==> src/wcc_pkg.sv <==
// Shared types and constants for the weighted clustering coefficient block.
package wcc_pkg;

  localparam int unsigned MAX_NODES_DEF = 1024;
  localparam int unsigned MAX_EDGES_DEF = 8192;

  localparam int unsigned OP_W   = 2;
  localparam int unsigned SLOT_W = 14;
  localparam int unsigned ID_W   = 14;
  localparam int unsigned WT_W   = 32;
  localparam int unsigned CNT_W  = 11;
  localparam int unsigned NID_W  = 10;
  localparam int unsigned COEF_W = 32;
  localparam int unsigned FRAC_SHIFT = 30;
  localparam logic [COEF_W-1:0] Q31_ONE = 32'h8000_0000;
  localparam logic [NID_W-1:0] DEG_MAX = 10'd1023;

  typedef enum logic [OP_W-1:0] {
    OP_ROW     = 2'd0,
    OP_EDGE    = 2'd1,
    OP_COMPUTE = 2'd2,
    OP_QUERY   = 2'd3
  } op_e;

  typedef enum logic {
    ALU_MUL = 1'b0,
    ALU_DIV = 1'b1
  } alu_op_e;

  typedef struct packed {
    logic    start;
    alu_op_e op;
  } alu_req_t;

  typedef enum logic [4:0] {
    ST_IDLE, ST_OUT, ST_QRY0, ST_QRY1, ST_QRY2,
    ST_SPAN0, ST_SPAN1, ST_SPAN2, ST_ARD, ST_AWT, ST_J1, ST_J2,
    ST_BRD, ST_BWT, ST_SRD, ST_SWT, ST_MUL, ST_MULW, ST_DIVW,
    ST_STORE, ST_AVGW
  } state_e;

endpackage

==> src/wcc_alu.sv <==
// Iterative shift-add multiplier and restoring divider, one bit per cycle.
module wcc_alu #(
  parameter int unsigned DVW = 90,
  parameter int unsigned DNW = 59,
  parameter int unsigned MBW = 14
) (
  input  logic              clk_i,
  input  logic              rst_ni,
  input  wcc_pkg::alu_req_t req_i,
  input  logic [DVW-1:0]    opa_i,
  input  logic [DNW-1:0]    opb_i,
  input  logic [MBW-1:0]    opc_i,
  output logic              busy_o,
  output logic [DVW-1:0]    res_o
);
  import wcc_pkg::*;

  localparam int unsigned CW = $clog2(DVW + 1);

  logic           busy_q, busy_d;
  alu_op_e        op_q, op_d;
  logic [CW-1:0]  cnt_q, cnt_d;
  logic [DVW-1:0] acc_q, acc_d;
  logic [DNW-1:0] rem_q, rem_d;
  logic [DNW-1:0] den_q, den_d;
  logic [MBW-1:0] mpl_q, mpl_d;
  logic [DNW:0]   trial;
  logic [DNW:0]   diff;

  assign trial = {rem_q, acc_q[DVW-1]};
  assign diff  = trial - {1'b0, den_q};

  always_comb begin
    busy_d = busy_q;
    op_d   = op_q;
    cnt_d  = cnt_q;
    acc_d  = acc_q;
    rem_d  = rem_q;
    den_d  = den_q;
    mpl_d  = mpl_q;
    if (req_i.start) begin
      busy_d = 1'b1;
      op_d   = req_i.op;
      rem_d  = '0;
      den_d  = opb_i;
      mpl_d  = opc_i;
      if (req_i.op == ALU_MUL) begin
        acc_d = '0;
        cnt_d = CW'(MBW);
      end else begin
        acc_d = opa_i;
        cnt_d = CW'(DVW);
      end
    end else if (busy_q) begin
      cnt_d = cnt_q - 1'b1;
      if (cnt_q == CW'(1)) busy_d = 1'b0;
      unique case (op_q)
        ALU_MUL: begin
          if (mpl_q[0]) acc_d = acc_q + DVW'(den_q);
          den_d = {den_q[DNW-2:0], 1'b0};
          mpl_d = mpl_q >> 1;
        end
        ALU_DIV: begin
          if (!diff[DNW]) begin
            rem_d = diff[DNW-1:0];
            acc_d = {acc_q[DVW-2:0], 1'b1};
          end else begin
            rem_d = trial[DNW-1:0];
            acc_d = {acc_q[DVW-2:0], 1'b0};
          end
        end
        default: ;
      endcase
    end
  end

  always_ff @(posedge clk_i or negedge rst_ni) begin
    if (!rst_ni) begin
      busy_q <= 1'b0;
      op_q   <= ALU_MUL;
      cnt_q  <= '0;
    end else begin
      busy_q <= busy_d;
      op_q   <= op_d;
      cnt_q  <= cnt_d;
    end
  end

  always_ff @(posedge clk_i) begin
    acc_q <= acc_d;
    rem_q <= rem_d;
    den_q <= den_d;
    mpl_q <= mpl_d;
  end

  assign busy_o = busy_q;
  assign res_o  = acc_q;

endmodule

==> config.mk <==
export PLATFORM = sky130hd
export DESIGN_NAME = wcc_alu
export DESIGN_NICKNAME = d
export VERILOG_FILES = /design/src/wcc_pkg.sv /design/src/wcc_alu.sv
export SDC_FILE = /design/constraint.sdc
export NUM_CORES = 1
export LEC_CHECK = 0
export BUFFER_PORTS_ARGS = -buffer_cell sky130_fd_sc_hd__buf_2
export CORE_MARGIN = 3
export CORE_UTILIZATION = 37
export CTS_BUF_LIST = sky130_fd_sc_hd__clkbuf_16
export CTS_CLUSTER_DIAMETER = 120
export DETAILED_ROUTE_END_ITERATION = 8
export GPL_ROUTABILITY_DRIVEN = 0
export PLACE_DENSITY = 0.56
export SLEW_MARGIN = 0
export SYNTH_ARGS = -nofsm -noshare
export SYNTH_HDL_FRONTEND = slang
export SYNTH_SLANG_ARGS = --single-unit
==> constraint.sdc <==
create_clock -name clk_i -period 14.1 [get_ports clk_i]
set_input_delay 1.41 -clock clk_i [delete_from_list [all_inputs] [get_ports clk_i]]
set_output_delay 1.41 -clock clk_i [all_outputs]
set_load 0.005 [all_outputs]
# After elaboration in Yosys (flattened, before gate mapping)
# Cells that the tools add are included.
[totals]
word_cells = 37
ff_bits = 231
inputBits = 167
out_inout_bits = 91
[classes]
n_addsub = 3
bitwise = 1
mux = 19
eq_ne = 3
n_reduce_logical = 4
[op_table]
columns = ["operator", "n"]
rows = [
  ["$mux W90", 4],
  ["$mux W59", 4],
  ["$pmux W90 S2", 1],
  ["$add A90 B59 Y90", 1],
  ["$sub A60 B59 Y60", 1],
  ["$mux W14", 3],
  ["$mux W7", 3],
  ["$eq A7 B1 Y1 const B", 1],
  ["$sub A7 B1 Y7 const B", 1],
  ["$reduce_and A2 Y1", 3],
  ["$mux W1", 4],
  ["$ne A3 B3 Y1 const B", 1],
  ["$ne A2 B2 Y1 const B", 1],
  ["$reduce_bool A2 Y1", 1],
  ["$not A1 Y1", 1],
]

# Longest topological paths before layout
# Gate-level depths: netlist of run 1.
[depth]
word_depth = 5
mapped_depth = 15
depth_no_buf = 13

# Least setup slack after synthesis of run 1
# Ideal clock, no wire load.
[synth_path]
path_kind = "register to register"
from = "reg op_q"
to = "reg den_q[0] (enable)"
required_time_ns = 13.495
arrival_ns = 6.093
setup_time_ns = 0.605
synth_period_minus_slack_ns = 6.698
stages_incl_launch_ff = 5
path_buffers = 3
slack_ns = 7.402
cell_sequence = "dfrtp_1 clkbuf_1 clkbuf_1 buf_1 o21ai_0"
[synth_via]
elab_chain_len = 2
[synth_lines]
columns = ["item", "line", "text"]
rows = [
  ["from (decl)", "wcc_alu.sv:21", "alu_op_e op_q, op_d;"],
  ["from (signal assigned)", "wcc_alu.sv:84", "op_q <= op_d;"],
  ["$ne A2 B2 Y1 (no line)", "--", ""],
  ["$reduce_and A2 Y1 (no line)", "--", ""],
  ["to (signal assigned)", "wcc_alu.sv:92", "den_q <= den_d;"],
  ["to (decl)", "wcc_alu.sv:25", "logic [DNW-1:0] den_q, den_d;"],
]
# Every way passes these cells.
# A chain may end at the register's enable or synchronous reset.

# Worst setup path in the final report of run 1
[layout_path]
from = "reg den_q[37]"
to = "reg acc_q[82] (netlist: res_o[82]), data pin"
[layout_via]
elab_chain_len = 5
[layout_lines]
columns = ["item", "line", "text"]
rows = [
  ["$add A90 B59 Y90", "wcc_alu.sv:59", "if (mpl_q[0]) acc_d = acc_q + DVW'(den_q);"],
  ["$mux W90", "wcc_alu.sv:59", ""],
  ["$pmux W90 S2", "wcc_alu.sv:57", "unique case (op_q)"],
  ["$mux W90", "wcc_alu.sv:54", "end else if (busy_q) begin"],
  ["$mux W90", "wcc_alu.sv:41", "if (req_i.start) begin"],
  ["named net acc_d[82]", "wcc_alu.sv:23", "logic [DVW-1:0] acc_q, acc_d;"],
  ["to (signal assigned)", "wcc_alu.sv:90", "acc_q <= acc_d;"],
  ["to (decl)", "wcc_alu.sv:23", ""],
]
# The timed path passes the listed nets, and every way through them passes these cells. The select of a mux whose other input is x is not followed.

==> results of run 1 <==
## worst paths after layout
kind	start	to
worst min register to register	rem_q[22]	rem_q[23]
max in group asynchronous	rst_ni	op_q
worst min-delay path	rem_q[22]	rem_q[23]
worst max-delay path	den_q[37]	res_o[82]
min in group asynchronous	rst_ni	cnt_q[5]
worst max register to register	den_q[37]	res_o[82]
## placed cells by master, fill, tap and decap left out, types with 44 or more instances in the layout
cell / count
nand4_1: 47
xor2_1: 44
nor2_1: 108
a31oi_1: 58
o21ai_0: 251
dfxtp_1: 59
a21oi_1: 187
nand3_1: 74
xnor2_1: 75
nand2_1: 273
inv_1: 101
buf_2: 256
a22oi_1: 59
a21o_1: 68
edfxtp_1: 163
ha_1: 120
## final cells by class
type                       count  area share
antenna                        1    0.000120
clock buffer                  29      0.0347
clock inverter                23      0.0103
inverter                      98      0.0176
multi-input combinational   1733       0.530
sequential                   231       0.302
tap                          656      0.0393
timing repair buffer         270      0.0665
## state kept, by name (all words and copies together) (netlist names)
register,flops
cnt_q,7
den_q,59
mpl_q,14
op_q,1
res_o,90
busy_o,1
rem_q,59
## layer usage
layer	part of all wire	routed length (µm)	up-vias	GRT usage
met2	0.44	28200	666	0.369
met4	0.033	2120	2	0.0785
li1	-	-	8513	-
met5	0.00020	13	-	0
met3	0.071	4590	105	0.0348
met1	0.46	29400	8488	0.330
## power breakdown
part	internal (mW)	switching [mW]
registers	0.874	0.135
logic	0.519	0.819
clock network	0.444	0.314
## stage by stage
stage | total power [mW] | setup WS (ns) | std cells | hold WS, ns | utilization
2_1_floorplan | 1.92 | 7.40 | 2204 | 0.449 | -
3_3_place_gp | 2.33 | 10.07 | 2988 | 0.470 | 0.414
3_5_place_dp | 2.33 | 9.96 | 2988 | 0.481 | 0.414
4_1_cts | 3.10 | 9.95 | 3040 | 0.490 | 0.433
5_1_grt | 3.30 | 9.62 | 3040 | 0.521 | 0.433
6_report | 3.10 | 9.93 | 3041 | 0.490 | 0.433
## worst max-delay path, stage by stage (launching register included)
cell,delay (ns)
edfxtp_1,0.42
ha_1,0.46
a2111o_1,0.47
o22ai_1,0.24
a31oi_1,0.17
a2111oi_2,0.50
a21oi_2,0.15
nor3b_2,0.39
or2_1,0.65
o31ai_1,0.18
a221o_1,0.29
## logic make-up after synthesis
kind of cell               after synthesis  share of synthesized area
AOI/OAI and AO/OA                      804                      0.272
xor gates and xnor gates               120                     0.0579
adders and majority gates              122                     0.0843
buffers and inverters                  240                     0.0529
DFF                                    231                      0.344
muxes                                   20                     0.0119
and+or+nand+nor                        667                      0.176
==> run metrics, run 1 <==
status completed; Rel. slew slack 0.293; I/O pin cnt 258; sequential area share after synthesis 0.344; Max Cap Violations 0; Cell Area, Synth about 18000 µm²; starting density of the core 0.379; Synth-to-Final Area Change 14.2%; Worst EP arrival 4.50 ns; CTS H-tree lvls 1; yosys warns 0; clock net sink count 231; CTS max path bufs 3; Post-CTS Resized 0; CTS Buf Count 28; period utilisation layout 0.296; post-layout net count 2651; DR iter-0 viols 1891; DR WL/cell 21.2 µm; count leader, synth nand2_1; port buffer count 257; clk root buf clkbuf_16; drt total wl ~64 mm; Peak supply drop roughly 0.095 mV; critical path type flip-flop to flip-flop; clk slew on worst S/H paths 0.06 ns; flops & latches, synth 231; via count roughly 18000; Placeable Area just under 50000 µm²; DIE WIDTH between 200 and 250 µm; Hold Vio Cnt, Final 0; top cell type's share of synthesized area 0.268; Detail Route Antenna Nets 0; hold_buf cts 0; share of cells above drive strength 1 0.155; largest net degree at the start of global routing 90; DR pass1 iterations 5; filler instances approximately 5000; Post-Syn Area per Cell 8.30 µm²; Max Freq roughly 240 MHz; number of distinct library cells after synthesis 89; DRC Markers 0; static leakage 8.74 nW; DP Area between 15000 and 20000 µm²; Die H 228 µm; Gate Count Post-Synth 2204; Min-Delay Path Depth 2; Clock Latency Late Sink 0.58 ns; Fin Clk Skew slightly below 0.02 ns; number of synthesized flops with an enable pin between 150 and 200; top post-synthesis cells by count 274 x nand2_1, 252 x o21ai_0, 187 x a21oi_1, 163 x edfxtp_1, 120 x ha_1; initial antenna violation count 2; Slew @ Worst Pin 1.06 ns; number of global-route vias before repair 17200; Seq. cell area 6300 µm²; Critical Path Source Type flip-flop; Setup Fix Bufs, Post-CTS 0; grt ovf 0; CP endpoint kind flip-flop; Post-synth ARST share 0.0390; HP Class flip-flop to flip-flop; WP data required 14.42 ns; PD cells roughly 150 nW/µm²; Synth area leader edfxtp_1; unrepaired setup endpoints after global routing no; max-slew violations 0; Reg2Reg Setup Slack 9.93 ns; design area 20900 µm²; DPL Wire Length 48.5 mm; die area 52200 µm²; CTS tree yes; All-Layer GR Usage 0.235; Fin Setup TNS 0 ns; # setup viols final 0; vias per inst 5.84; Syn Nets about 2500; multi-input logic area about 11000 µm²; first-pass GRT wire length 98.6 mm; post-layout min period 4.17 ns; Worst R2R Path Depth 10; Rows 80; Critical Path Fanout Max 23; dominant synthesized flop cell edfxtp_1; ranking of synthesized cells by area edfxtp_1 27%, ha_1 8.2%, o21ai_0 6.9%
No activity file was read; power rests on OpenSTA's default activity.
==> inputs of run 2 (changes only) <==
--- a/config.mk
+++ b/config.mk
@@ -12,7 +12,7 @@
 export CTS_CLUSTER_DIAMETER = 120
 export DETAILED_ROUTE_END_ITERATION = 8
 export GPL_ROUTABILITY_DRIVEN = 0
-export PLACE_DENSITY = 0.56
+export PLACE_DENSITY = 0.58
 export SLEW_MARGIN = 0
 export SYNTH_ARGS = -nofsm -noshare
 export SYNTH_HDL_FRONTEND = slang
==> constraint.sdc (replaced) <==
create_clock -name clk_i -period 3.6 [get_ports clk_i]
set_input_delay 0.36 -clock clk_i [delete_from_list [all_inputs] [get_ports clk_i]]
set_output_delay 0.36 -clock clk_i [all_outputs]
set_load 0.005 [all_outputs]
==> run metrics, run 2 (synthesized netlist as in run 1, its figures left out) <==
Slew @ Worst Pin 0.878 ns; Clock Latency Late Sink 0.57 ns; largest net degree at the start of global routing between 60 and 70; drt total wl 64.3 mm; die area ~52000 µm²; CP endpoint kind flip-flop; design area 21800 µm²; Critical Path Source Type flip-flop; Hold Crit Start opb_i[45]; Rel. slew slack 0.409; CTS max path bufs 3; max-slew violations 0; clk slew on worst S/H paths 0.06 ns; Die H 228 µm; CTS tree yes; filler instances 4788; clk root buf clkbuf_16; starting density of the core 0.379; period utilisation layout 0.942; DR pass1 iterations 8; CTS Buf Count 28; Critical Path Fanout Max 6; DIE WIDTH 228 µm; DR iter-0 viols 1903; # setup viols final 0; final non-filler cell total 3126; clock net sink count 231; Fin Clk Skew 0.0175 ns; Fin Setup TNS 0 ns; vias per inst 5.84; DRC Markers 0; static leakage 9.18 nW; Critical R2R Launch den_q[26]; DP Area 20600 µm²; critical path type flip-flop to flip-flop; Tot Pwr around 13 mW; commonest non-fill, non-tap cell in the layout nand2_1; Worst EP arrival 3.67 ns; All-Layer GR Usage 0.234; initial antenna violation count 0; most frequent cells in the layout 273 x nand2_1, 256 x buf_2, 249 x o21ai_0; port buffer count 257; DPL Wire Length a little under 50 mm; Peak supply drop 0.374 mV; WP data required 3.88 ns; share of cells above drive strength 1 0.196; post-layout min period about 3.4 ns; grt ovf 0; Max Freq 295 MHz; Inst Count DP 3073; diode count 0; Hold Vio Cnt, Final 0; first-pass GRT wire length approximately 99 mm; unrepaired setup endpoints after global routing no; CTS H-tree lvls 1; status completed; via count 18200; Placeable Area 48200 µm²; max FFs per register 90; Rows 80; post-layout net count 2737; number of global-route vias before repair 17500; HP Class input port to flip-flop; Synth-to-Final Area Change 19.1%; Detail Route Antenna Nets 0; crit path launch den_q[26]; DR WL/cell 20.6 µm; PD cells just under 600 nW/µm²; I/O pin cnt 258; Max Cap Violations 0
==> run 2: changes by cell type in the layout (fill, tap and decap cells not counted), moves of 3 or more <==
cell       previous run  this run
clkbuf_16            29        32
buf_4                13        92
ha_2                  0        10
a21oi_1             187       183
ha_1                120       110
nor4b_1               7         4
nor4b_2               0         3
a21oi_2               2         6
buf_12                0         5
==> run 2: final cells by class <==
class,instances,area [µm²],area share
clock inverters,20,171,0.00787
flip-flops and latches,231,6300,0.289
multi-input cells,1733,11200,0.515
well taps,656,821,0.0377
inverters,98,368,0.0169
clock buffers,32,801,0.0367
repair buffers,356,2100,0.0966
==> run 2: final timing paths <==
| check | end | slack [ns] | depth (start not counted) |
|---|---|---|---|
| setup / recovery | res_o[77] | 0.21 | 12 |
| hold / removal | den_q[45] | 0.07 | 3 |
| setup reg to reg | res_o[77] | 0.21 | 12 |
| hold reg to reg | rem_q[1] | 0.48 | 2 |
| max in group asynchronous | op_q | 3.07 | 2 |
| min in group asynchronous | busy_o | 0.30 | 2 |
==> run 2: per-stage QoR <==
stage	setup slack (ns)	util	hold slack, ns
final	0.209	0.452	0.0722
after global routing	0.00167	0.452	0.0685
after CTS	0.0165	0.449	0.0456
after detailed placement	-0.0128	0.428	0.235
after global placement	-0.0287	0.428	0.229
after floorplan	0.235	-	0.0644
==> run 2: critical path, stage by stage, from the launching register on <==
cell and delay (ns):
edfxtp_1 0.45, ha_1 0.43, nand4_1 0.15, nor2_1 0.21, nand3_1 0.20, nor4_1 0.34
a221oi_1 0.14, buf_4 0.19, o22ai_2 0.15, o21ai_1 0.13, a2111oi_2 0.45, xnor2_1 0.17
o21ai_0 0.10
==> run 2: timing repair <==
item | CTS | global route
pin swaps | 0 | 3
hold endpoints to repair | 9 | 0
hold buffers | 1 | 0
endpoints found under the setup margin | 3 | 96
gates resized for setup | 3 | 37
buffers inserted | 0 | 0
==> run 2: routing by layer <==
metal  vias to the layer above  GRT usage  routed length (µm)
met2                       731      0.375               28700
met5                         -          0                   0
met1                      8738      0.335               29700
met3                        93     0.0308                4570
li1                       8679          -                   -
met4                         0     0.0580                1410
==> run 2: power breakdown <==
| part | total (mW) | switching [mW] | internal (mW) |
|---|---|---|---|
| sequential | 3.92 | 0.501 | 3.42 |
| combinational | 5.66 | 3.33 | 2.33 |
| clock | 3.01 | 1.21 | 1.80 |
